==> src/hw/rtl/kvt_pkg.sv <==
package kvt_pkg;

  typedef enum logic [1:0] {
    FN_GET     = 2'd0,
    FN_SET     = 2'd1,
    FN_DEL     = 2'd2,
    FN_INVALID = 2'd3
  } kvt_func_e;

  typedef enum logic [1:0] {
    ST_OK        = 2'd0,
    ST_NOT_FOUND = 2'd1,
    ST_INVALID   = 2'd2,
    ST_FULL      = 2'd3
  } kvt_status_e;

  typedef struct packed {
    logic        valid;
    logic [31:0] key;
    logic [31:0] value;
  } kvt_entry_t;

  typedef struct packed {
    logic re;
    logic we;
  } kvt_mem_ctl_t;

endpackage

==> src/hw/rtl/kvt_intf.sv <==
interface kvt_req_if;
  logic               valid;
  logic               ready;
  logic [1:0]         func;
  logic signed [31:0] key;
  logic signed [31:0] value;

  modport source (output valid, output func, output key, output value, input ready);
  modport sink (input valid, input func, input key, input value, output ready);
endinterface

interface kvt_rsp_if;
  logic               valid;
  logic               ready;
  logic [1:0]         status;
  logic signed [31:0] read_value;

  modport source (output valid, output status, output read_value, input ready);
  modport sink (input valid, input status, input read_value, output ready);
endinterface

==> src/hw/rtl/kvt_mem.sv <==
module kvt_mem #(
  parameter int SLOTS = 64,
  parameter int AW    = 6
) (
  input  logic                  clk_i,
  input  kvt_pkg::kvt_mem_ctl_t ctl_i,
  input  logic [AW-1:0]         addr_i,
  input  kvt_pkg::kvt_entry_t   wdata_i,
  output kvt_pkg::kvt_entry_t   rdata_o
);
  import kvt_pkg::*;

  kvt_entry_t mem [SLOTS];

  always_ff @(posedge clk_i) begin
    if (ctl_i.we) begin
      mem[addr_i] <= wdata_i;
    end
    if (ctl_i.re) begin
      rdata_o <= mem[addr_i];
    end
  end

endmodule

==> src/hw/rtl/kvt_ctrl.sv <==
module kvt_ctrl #(
  parameter int SLOTS = 64,
  parameter int AW    = 6
) (
  input  logic                  clk_i,
  input  logic                  rst_ni,
  kvt_req_if.sink               req_i,
  kvt_rsp_if.source             rsp_o,
  output kvt_pkg::kvt_mem_ctl_t mem_ctl_o,
  output logic [AW-1:0]         mem_addr_o,
  output kvt_pkg::kvt_entry_t   mem_wdata_o,
  input  kvt_pkg::kvt_entry_t   mem_rdata_i
);
  import kvt_pkg::*;

  typedef enum logic [3:0] {
    S_CLEAR = 4'b0001,
    S_IDLE  = 4'b0010,
    S_SCAN  = 4'b0100,
    S_DONE  = 4'b1000
  } state_e;

  localparam logic [AW-1:0] LastIdx = AW'(SLOTS - 1);

  state_e        state_q, state_d;
  logic [AW-1:0] addr_q, addr_d;
  logic          issuing_q, issuing_d;
  logic          rvalid_q, rvalid_d;
  logic [AW-1:0] ridx_q;
  logic          found_q, found_d;
  logic          free_found_q, free_found_d;
  logic          out_valid_q, out_valid_d;

  kvt_func_e     func_q;
  logic [31:0]   key_q, value_q;
  logic [AW-1:0] match_idx_q, match_idx_d;
  logic [31:0]   match_val_q, match_val_d;
  logic [AW-1:0] free_idx_q, free_idx_d;
  kvt_status_e   res_status_q, res_status_d;
  logic [31:0]   res_val_q, res_val_d;
  kvt_status_e   out_status_q;
  logic [31:0]   out_val_q;

  logic accept, out_free, scan_end, load_out;

  assign req_i.ready      = (state_q == S_IDLE);
  assign accept           = req_i.valid && req_i.ready;
  assign out_free         = !out_valid_q || rsp_o.ready;
  assign scan_end         = (state_q == S_SCAN) && !issuing_q && !rvalid_q;
  assign load_out         = (state_q == S_DONE) && out_free;
  assign rsp_o.valid      = out_valid_q;
  assign rsp_o.status     = out_status_q;
  assign rsp_o.read_value = out_val_q;

  always_comb begin
    state_d      = state_q;
    addr_d       = addr_q;
    issuing_d    = issuing_q;
    rvalid_d     = 1'b0;
    found_d      = found_q;
    free_found_d = free_found_q;
    match_idx_d  = match_idx_q;
    match_val_d  = match_val_q;
    free_idx_d   = free_idx_q;
    res_status_d = res_status_q;
    res_val_d    = res_val_q;
    mem_ctl_o    = '0;
    mem_addr_o   = addr_q;
    mem_wdata_o  = '{valid: 1'b1, key: key_q, value: value_q};

    // a returned entry from the scan
    if (rvalid_q) begin
      if (mem_rdata_i.valid && mem_rdata_i.key == key_q && !found_q) begin
        found_d     = 1'b1;
        match_idx_d = ridx_q;
        match_val_d = mem_rdata_i.value;
      end
      if (!mem_rdata_i.valid && !free_found_q) begin
        free_found_d = 1'b1;
        free_idx_d   = ridx_q;
      end
    end

    unique case (state_q)
      S_CLEAR: begin
        mem_ctl_o.we      = 1'b1;
        mem_wdata_o.valid = 1'b0;
        addr_d            = addr_q + 1'b1;
        if (addr_q == LastIdx) begin
          addr_d  = '0;
          state_d = S_IDLE;
        end
      end
      S_IDLE: begin
        if (accept) begin
          found_d      = 1'b0;
          free_found_d = 1'b0;
          addr_d       = '0;
          if (kvt_func_e'(req_i.func) == FN_INVALID) begin
            res_status_d = ST_INVALID;
            res_val_d    = '0;
            state_d      = S_DONE;
          end else begin
            issuing_d = 1'b1;
            state_d   = S_SCAN;
          end
        end
      end
      S_SCAN: begin
        if (issuing_q) begin
          mem_ctl_o.re = 1'b1;
          rvalid_d     = 1'b1;
          addr_d       = addr_q + 1'b1;
          if (addr_q == LastIdx) begin
            issuing_d = 1'b0;
          end
        end
        if (scan_end) begin
          res_status_d = ST_OK;
          res_val_d    = '0;
          unique case (func_q)
            FN_GET: begin
              if (found_q) begin
                res_val_d = match_val_q;
              end else begin
                res_status_d = ST_NOT_FOUND;
              end
            end
            FN_SET: begin
              if (found_q) begin
                mem_ctl_o.we = 1'b1;
                mem_addr_o   = match_idx_q;
              end else if (free_found_q) begin
                mem_ctl_o.we = 1'b1;
                mem_addr_o   = free_idx_q;
              end else begin
                res_status_d = ST_FULL;
              end
            end
            FN_DEL: begin
              mem_wdata_o.valid = 1'b0;
              mem_ctl_o.we      = found_q;
              mem_addr_o        = match_idx_q;
            end
            FN_INVALID: begin
              res_status_d = ST_INVALID;
            end
            default: begin
              res_status_d = ST_INVALID;
            end
          endcase
          state_d = S_DONE;
        end
      end
      S_DONE: begin
        if (out_free) begin
          state_d = S_IDLE;
        end
      end
      default: begin
        state_d = S_IDLE;
      end
    endcase
  end

  always_comb begin
    out_valid_d = out_valid_q;
    if (rsp_o.ready) begin
      out_valid_d = 1'b0;
    end
    if (load_out) begin
      out_valid_d = 1'b1;
    end
  end

  always_ff @(posedge clk_i or negedge rst_ni) begin
    if (!rst_ni) begin
      state_q      <= S_CLEAR;
      addr_q       <= '0;
      issuing_q    <= 1'b0;
      rvalid_q     <= 1'b0;
      found_q      <= 1'b0;
      free_found_q <= 1'b0;
      out_valid_q  <= 1'b0;
    end else begin
      state_q      <= state_d;
      addr_q       <= addr_d;
      issuing_q    <= issuing_d;
      rvalid_q     <= rvalid_d;
      found_q      <= found_d;
      free_found_q <= free_found_d;
      out_valid_q  <= out_valid_d;
    end
  end

  always_ff @(posedge clk_i) begin
    ridx_q       <= addr_q;
    match_idx_q  <= match_idx_d;
    match_val_q  <= match_val_d;
    free_idx_q   <= free_idx_d;
    res_status_q <= res_status_d;
    res_val_q    <= res_val_d;
    if (accept) begin
      func_q  <= kvt_func_e'(req_i.func);
      key_q   <= req_i.key;
      value_q <= req_i.value;
    end
    if (load_out) begin
      out_status_q <= res_status_q;
      out_val_q    <= res_val_q;
    end
  end

endmodule

==> src/hw/rtl/key_value_table.sv <==
// channel  dir  handshake      payload
// req_i    in   valid/ready    func[1:0], key[31:0] signed, value[31:0] signed
// rsp_o    out  valid/ready    status[1:0], read_value[31:0] signed
//
// one item at a time: get, set and delete each scan the entry memory through its
// single read port, one slot a cycle; an invalid command skips the scan and goes
// straight to its result
// after reset a clearing pass writes every slot invalid,
// no request is taken meanwhile
// a result waits in the output register while the next item is accepted
module key_value_table #(
  parameter int SLOTS = 64
) (
  input  logic      clk_i,
  input  logic      rst_ni,
  kvt_req_if.sink   req_i,
  kvt_rsp_if.source rsp_o
);
  import kvt_pkg::*;

  localparam int AW = (SLOTS > 1) ? $clog2(SLOTS) : 1;

  kvt_mem_ctl_t  mem_ctl;
  logic [AW-1:0] mem_addr;
  kvt_entry_t    mem_wdata;
  kvt_entry_t    mem_rdata;

  kvt_ctrl #(
    .SLOTS(SLOTS),
    .AW   (AW)
  ) u_ctrl (
    .clk_i      (clk_i),
    .rst_ni     (rst_ni),
    .req_i      (req_i),
    .rsp_o      (rsp_o),
    .mem_ctl_o  (mem_ctl),
    .mem_addr_o (mem_addr),
    .mem_wdata_o(mem_wdata),
    .mem_rdata_i(mem_rdata)
  );

  kvt_mem #(
    .SLOTS(SLOTS),
    .AW   (AW)
  ) u_mem (
    .clk_i  (clk_i),
    .ctl_i  (mem_ctl),
    .addr_i (mem_addr),
    .wdata_i(mem_wdata),
    .rdata_o(mem_rdata)
  );

`ifndef SYNTHESIS
  a_no_rw_same_cycle: assert property (@(posedge clk_i) disable iff (!rst_ni)
    !(mem_ctl.re && mem_ctl.we))
    else $error("entry memory read and written in one cycle");

  a_idle_no_mem: assert property (@(posedge clk_i) disable iff (!rst_ni)
    req_i.ready |-> (!mem_ctl.re && !mem_ctl.we))
    else $error("memory access while taking requests");

  a_value_only_ok: assert property (@(posedge clk_i) disable iff (!rst_ni)
    (rsp_o.valid && rsp_o.read_value != 32'sd0) |-> (rsp_o.status == ST_OK))
    else $error("nonzero read value with failing status");

  a_accept_leaves_idle: assert property (@(posedge clk_i) disable iff (!rst_ni)
    (req_i.valid && req_i.ready) |=> !req_i.ready)
    else $error("second item taken before the first finished");
`endif

endmodule

==> src/flat_wrapper.sv <==
// flat-port wrapper written by rule: the top's interface ports become plain ports
module key_value_table_flat import kvt_pkg::*;
#(
  parameter int SLOTS = 64
)
  (clk_i, rst_ni, req_i_valid, req_i_func, req_i_key, req_i_value, req_i_ready, rsp_o_valid, rsp_o_status, rsp_o_read_value, rsp_o_ready);
  kvt_req_if req_i_i ();
  kvt_rsp_if rsp_o_i ();
  input  logic clk_i;
  input  logic rst_ni;
  input wire logic [$bits(req_i_i.valid)-1:0] req_i_valid;
  input wire logic [$bits(req_i_i.func)-1:0] req_i_func;
  input wire logic [$bits(req_i_i.key)-1:0] req_i_key;
  input wire logic [$bits(req_i_i.value)-1:0] req_i_value;
  output wire logic [$bits(req_i_i.ready)-1:0] req_i_ready;
  output wire logic [$bits(rsp_o_i.valid)-1:0] rsp_o_valid;
  output wire logic [$bits(rsp_o_i.status)-1:0] rsp_o_status;
  output wire logic [$bits(rsp_o_i.read_value)-1:0] rsp_o_read_value;
  input wire logic [$bits(rsp_o_i.ready)-1:0] rsp_o_ready;
  assign req_i_i.valid = req_i_valid;
  assign req_i_i.func = req_i_func;
  assign req_i_i.key = req_i_key;
  assign req_i_i.value = req_i_value;
  assign req_i_ready = req_i_i.ready;
  assign rsp_o_valid = rsp_o_i.valid;
  assign rsp_o_status = rsp_o_i.status;
  assign rsp_o_read_value = rsp_o_i.read_value;
  assign rsp_o_i.ready = rsp_o_ready;
  key_value_table #(.SLOTS(SLOTS)) u_core (.clk_i(clk_i), .rst_ni(rst_ni), .req_i(req_i_i), .rsp_o(rsp_o_i));
endmodule
==> config.mk <==
export PLATFORM = sky130hd
export DESIGN_NAME = key_value_table_flat
export DESIGN_NICKNAME = d
export VERILOG_FILES = /design/src/hw/rtl/kvt_pkg.sv /design/src/hw/rtl/kvt_intf.sv /design/src/hw/rtl/kvt_mem.sv /design/src/hw/rtl/kvt_ctrl.sv /design/src/hw/rtl/key_value_table.sv /design/src/flat_wrapper.sv
export SDC_FILE = /design/constraint.sdc
export NUM_CORES = 2
export LEC_CHECK = 0
export BUFFER_PORTS_ARGS = -buffer_cell sky130_fd_sc_hd__buf_2
export CORE_MARGIN = 2
export CORE_UTILIZATION = 35
export CTS_BUF_LIST = sky130_fd_sc_hd__clkbuf_16
export CTS_CLUSTER_SIZE = 16
export DETAILED_ROUTE_END_ITERATION = 8
export PLACE_DENSITY_LB_ADDON = 0.3
export SLEW_MARGIN = 20
export SYNTH_ARGS = -nofsm -noshare
export SYNTH_HDL_FRONTEND = slang
export SYNTH_MEMORY_MAX_BITS = 65536
export SYNTH_SLANG_ARGS = --single-unit
==> constraint.sdc <==
create_clock -name clk_i -period 11.1 [get_ports clk_i]
set_input_delay 2.775 -clock clk_i [delete_from_list [all_inputs] [get_ports clk_i]]
set_output_delay 2.775 -clock clk_i [all_outputs]
set_load 0.01 [all_outputs]
## After elaboration in Yosys (flattened, before gate mapping)

Memories as Yosys holds them, arrays and structs flattened. A register that Yosys moved wholly into a read port is not among the register bits.
Cells that the tools add are included.

| word-level totals | value |
|---|---|
| register bits | 199 |
| bits in writable memories | 4,160 |
| bits of input ports | 70 |
| output and inout bits | 36 |
| word-level logic and storage cells | 117 |
| memories | 1 |

| operators by class | value |
|---|---|
| $add $sub $neg | 1 |
| equal/unequal tests | 17 |
| mux-type cells | 56 |
| reductions and logical operators | 24 |

Memory list:

| memory | depth | bits a word | rd ports | clocked after memory_dff | write ports | RTL line | RTL |
|---|---|---|---|---|---|---|---|
| u_core.u_mem.mem | 64 | 65 | 1 | 1 | 1 | kvt_mem.sv:13 | `kvt_entry_t mem [SLOTS];` |

Operators by type and width:

| operator | number |
|---|---|
| 32-bit two-way mux | 5 |
| 32-bit case mux with 2 select lines | 1 |
| 6-bit two-way mux | 7 |
| 32-bit equality test | 1 |
| 1-bit two-way mux | 24 |
| 4-bit two-way mux | 5 |
| 6-bit case mux with 3 select lines | 1 |
| 4-bit case mux with 4 select lines | 1 |
| 6-bit case mux with 2 select lines | 1 |
| 2-bit two-way mux | 5 |
| 2-bit != test (second input constant) | 5 |
| 1-bit case mux with 2 select lines | 4 |
| 4-bit AND reduction | 2 |
| 1-bit logical AND | 7 |
| 6-bit by 1-bit adder with 6-bit output (second input constant) | 1 |
| 2-bit equality test (second input constant) | 3 |
| 6-bit equality test (second input constant) | 1 |
| 1-bit logical NOT | 6 |
| 2-bit case mux with 3 select lines | 1 |
| 3-bit AND reduction | 2 |
| 4-bit by 1-bit equality test with 1-bit output (second input constant) | 1 |
| 4-bit by 2-bit equality test with 1-bit output (second input constant) | 1 |
| 4-bit by 3-bit equality test with 1-bit output (second input constant) | 1 |
| 4-bit equality test (second input constant) | 1 |
| other kinds (8) | 11 |

## Depth between registers and ports, before layout

| logic depth | value |
|---|---|
| word-level depth | 7 |
| gate-level depth with buffers | 17 |
| gate-level depth less buffers | 10 |

## By module

From an unflattened synthesis, not the netlist that was laid out.

| unflattened totals | value |
|---|---|
| cell total of the unflattened synthesis | 9,128 |
| area total of the unflattened synthesis | 165,593.8 µm² |

By module, submodules not included:

| module | instances | cells each | area each (µm²) | sequential area each (µm²) |
|---|---|---|---|---|
| kvt_mem | 1 | 8,737 | 158,445.7 | 126,871.7 |
| kvt_ctrl | 1 | 391 | 7,148.1 | 5,841.9 |

## Least setup slack after synthesis

OpenSTA, ideal clock, no wires.

| timing path | value |
|---|---|
| path type | input to register |
| start | input req_i_valid |
| end | register u_core.u_ctrl.res_status_q[0] (enable) |
| setup time | 437 ps |
| arrival time | 6,761 ps |
| required time | 10,663 ps |
| setup slack | 3,902 ps |
| stages on the path | 4 |
| buffers on the path | 1 |
| cells stage by stage | and2_1 > clkbuf_1 > nand3_1 > a21oi_1 |

| on the way | value |
|---|---|
| longest elaborated chain between the ends | 3 |

Ends and longest elaborated chain:

| element | RTL line | RTL |
|---|---|---|
| from (decl) | flat_wrapper.sv:11 | `input wire logic [$bits(req_i_i.valid)-1:0] req_i_valid;` |
| 1-bit logical AND | kvt_ctrl.sv:47 | `assign accept = req_i.valid && req_i.ready;` |
| named net u_core.u_ctrl.accept | kvt_ctrl.sv:44 | `logic accept, out_free, scan_end, load_out;` |
| 2-bit by 1-bit != test with 1-bit output (no line) | -- |  |
| 4-bit AND reduction (no line) | -- |  |
| to (signal assigned) | kvt_ctrl.sv:201 | `res_status_q <= res_status_d;` |
| to (decl) | kvt_ctrl.sv:39 | `kvt_status_e res_status_q, res_status_d;` |

The timed path passes the listed nets, and every way through them passes these cells.
A chain may end at the register's enable or synchronous reset.

## Final worst setup path

| timing path | value |
|---|---|
| start | register u_core.u_ctrl.func_q[1] |
| end | memory u_core.u_mem.mem[58][8] (netlist name) (enable) |

| on the way | value |
|---|---|
| longest elaborated chain between the ends | 6 |
| elaborated cells between the ends (all ways) | 10 |
| classes of those cells | eq/ne (2); mux (8) |

Ends and longest elaborated chain:

| element | RTL line | RTL |
|---|---|---|
| from (decl) | kvt_ctrl.sv:34 | `kvt_func_e func_q;` |
| from (signal assigned) | kvt_ctrl.sv:204 | `func_q <= kvt_func_e'(req_i.func);` |
| 2-bit equality test / 2-bit by 1-bit equality test with 1-bit output (equally long branches) | kvt_ctrl.sv:121 | `unique case (func_q)` |
| 1-bit case mux with 2 select lines | kvt_ctrl.sv:121 |  |
| 1-bit two-way mux | kvt_ctrl.sv:118 | `if (scan_end) begin` |
| 1-bit case mux with 2 select lines | kvt_ctrl.sv:84 | `unique case (state_q)` |
| 1-bit two-way mux | kvt_mem.sv:16 | `if (ctl_i.we) begin` |
| 1-bit two-way mux (implied by the code) | kvt_mem.sv:17 | `mem[addr_i] <= wdata_i;` |
| to (decl) | kvt_mem.sv:13 |  |

Parallel ways exist; a longest one is shown, timed or not.

==> results.tsv <==
metric	value	unit
synthArstFlopShare	0.339	%
crit_required	11.73	ns
cts_root_buf	clkbuf_16	
powerDensity	232	nW/um^2
drc	0	
avgSynthCellArea	17.4	um^2
peakVddDrop	0.000241	V
crit_type	reg -> reg	
p_seq_share	43.8	%
min_path_type	reg -> reg	
p_sw_share	31.3	%
yosysWarnings	0	
max_freq	0.151	GHz
die_w	697	um
drive_gt1_share	16.3	%
core-area	479000	um^2
cts_tree	yes	
worstPathArrival	7.26	ns
synth_cell_type_count	83	
whs	0.407	ns
globalplace.congestion	0.876	
grt.overflow.total	0	
maxCapViolCount	0	
clk_pin_slew	0.06	ns
ys_top_cells_by_count	4403 x edfxtp_1, 1610 x nand2_1, 659 x a21oi_1	
r2r_cells	10	
hold_buffers	0	
slew_headroom	16.6	%
yosysMostFrequentCell	edfxtp_1	
synth-seq-area-share	78.9	%
slew_viol_final	0	
syn_inst	9658	
hold_violations	0	
synth_area_leaders	edfxtp_1 79%, mux4_2 5.9%, nand2_1 3.6%	
fin_crit_sh	59.8	%
yosys.area.top_type	edfxtp_1	
clock_latency	1.03	ns
cts.htree.levels	5	
grt_usage	24.8	%
setup_viol	0	
p_switching	14.0	mW
fin_crit	6.63	ns
syn-cell-area	168000	um^2
finClkSkew	0.0699	ns
min_from	u_core.u_ctrl.res_status_q[1]$_SDFFCE_PP1P_	
clkPwrFrac	33.0	%
nNetsFinal	10100	
p_leak	62.2	nW
die-area	486000	um^2
end_kind	register	
status	finished clean	
power_frac_comb	23.2	%
cts_buffer_depth	4	
r2r_setup_slack	4.47	ns
fp-row-count	254	
grt_start_max_net_pins	176	
wl	622000	um
finalSetupTns	0	ns
initial_core_util	35.2	%
area_growth	14.4	%
cts_buffers	438	
critPathCapture	u_core.u_mem.mem[58][8]$_DFFE_PP_	
place_hpwl	328000	um
r2r_end	u_core.u_mem.mem[58][8]$_DFFE_PP_	
vias_per_cell	6.05	
num_vias	102000	
grt_pass1_wl	832000	um
wl_per_cell	37.0	um
synth_flop_cell	edfxtp_1	
path_max_fanout	29	
drt_iter0_drc	19500	
ioPinCount	106	
synthesis.nets	9732	
tightestPinTransition	1.25	ns
intPower	30.6	mW
synth.top_cell.area_share	78.6	%
rr_startpoint	u_core.u_ctrl.func_q[1]$_DFFE_PP_	
rsz0062_at_grt	false	
synth-seq-cells	4424	
startpoint	u_core.u_ctrl.func_q[1]$_DFFE_PP_	
ctsResizeCount	0	
die_y	697	um
antenna_found_initial	54	
antenna_left	0	
synth-edff-count	4403	
clkSinkCount	4424	
port_buffers	105	
grt_pass1_vias	94500	
start_kind	register	
cts_setup_buffers	0	
first_pass_iters	6	
## sequential cells by signal, indices dropped and copies added (netlist names), 6 cells and up
signal,count
u_core.u_ctrl.key_q,32
u_core.u_ctrl.free_idx_q,6
u_core.u_ctrl.match_idx_q,6
u_core.u_ctrl.res_val_q,32
u_core.u_ctrl.rsp_o.read_value,32
u_core.u_mem.mem,4160
u_core.u_mem.rdata_o,65
u_core.u_ctrl.match_val_q,32
u_core.u_ctrl.addr_q,6
u_core.u_ctrl.value_q,32
u_core.u_ctrl.ridx_q,6
## cell families (layout without fill, tap and decap cells)
family                   after synthesis  count (layout)  share of synthesized area (%)
other                                  0              42                              0
multiplexers                         634             634                           7.05
XOR/XNOR                              32              32                          0.167
adder cells (fa/ha/maj)                4               4                         0.0297
flip-flops                          4424            4424                           78.9
AO/OA/AOI/OAI                       1497            1497                           5.83
buffers and inverters                578            1285                           1.66
AND/OR/NAND/NOR                     2489            2489                           6.40
## layout by cell type (no fill, tap or decap), drive strengths merged, types with 108 or more instances in the layout
cell       n
buf      485
nand3    436
edfxtp  4403
mux2i    191
a221oi   141
mux4     440
nand4    122
a21oi    659
nand2   1612
clkbuf   445
clkinv   197
inv      108
a22oi    382
nor2     130
## per-layer routing
| layer | vias to the layer above | wire length (um) | GRT usage (%) |
|---|---|---|---|
| met5 | - | 147 | 0 |
| met4 | 22 | 30200 | 10.8 |
| met3 | 1323 | 77600 | 5.26 |
| met2 | 7835 | 279000 | 37.6 |
| met1 | 53300 | 235000 | 34.5 |
| li1 | 39100 | - | - |
## power by group through the flow
stage          logic (mW)  registers, mW  clock network [mW]
2_1_floorplan        5.80           20.3                   0
3_3_place_gp         10.0           19.9                   0
3_5_place_dp         10.2           19.9                   0
4_1_cts              10.2           19.5                14.8
5_1_grt              10.8           19.5                15.5
6_report             10.3           19.5                14.7
## per-stage QoR
step           setup slack (ns)  cells  instance area [um^2]  total power [mW]  utilization (%)
2_1_floorplan              3.90   9658                168000              26.1                -
3_3_place_gp               4.11  16000                178000              29.9             37.2
3_5_place_dp               4.21  16000                178000              30.0             37.3
4_1_cts                    4.17  16800                192000              44.5             40.2
5_1_grt                    4.38  16800                192000              45.8             40.2
6_report                   4.47  16800                193000              44.6             40.2
## worst min-delay path by stage
stage,end,slack [ns],cells past startpoint
floorplan,u_core.u_ctrl.match_val_q[0]$_DFFE_PP_,0.40,0
global placement,u_core.u_ctrl.rsp_o.read_value[4]$_DFFE_PP_,0.41,0
detailed placement,u_core.u_ctrl.match_val_q[13]$_DFFE_PP_,0.40,0
CTS,u_core.u_ctrl.match_val_q[13]$_DFFE_PP_,0.42,0
global route,u_core.u_ctrl.rsp_o.read_value[15]$_DFFE_PP_,0.43,0
finish,u_core.u_ctrl.rsp_o.status[1]$_DFFE_PP_,0.41,0
## final cells by class
class	instances	area, um^2
repair buffers	485	3980
inverters	6	22.5
clock inverters	349	2890
clock buffers	445	11100
flip-flops and latches	4424	133000
diodes	42	105
well taps	6400	8010
fillers	43000	286000
multi-input cells	4656	33700
## worst max-delay path, cell delays in order, from the launching register on
cell and delay [ns]:
edfxtp_1 0.43, inv_1 0.10, ha_1 0.28, nor3b_1 0.80
o311ai_0 0.55, a222oi_1 0.43, buf_4 0.60, nand2_1 0.61
nor2_4 0.67, buf_4 0.78, buf_4 0.79
No activity file was read; power rests on OpenSTA's default activity.
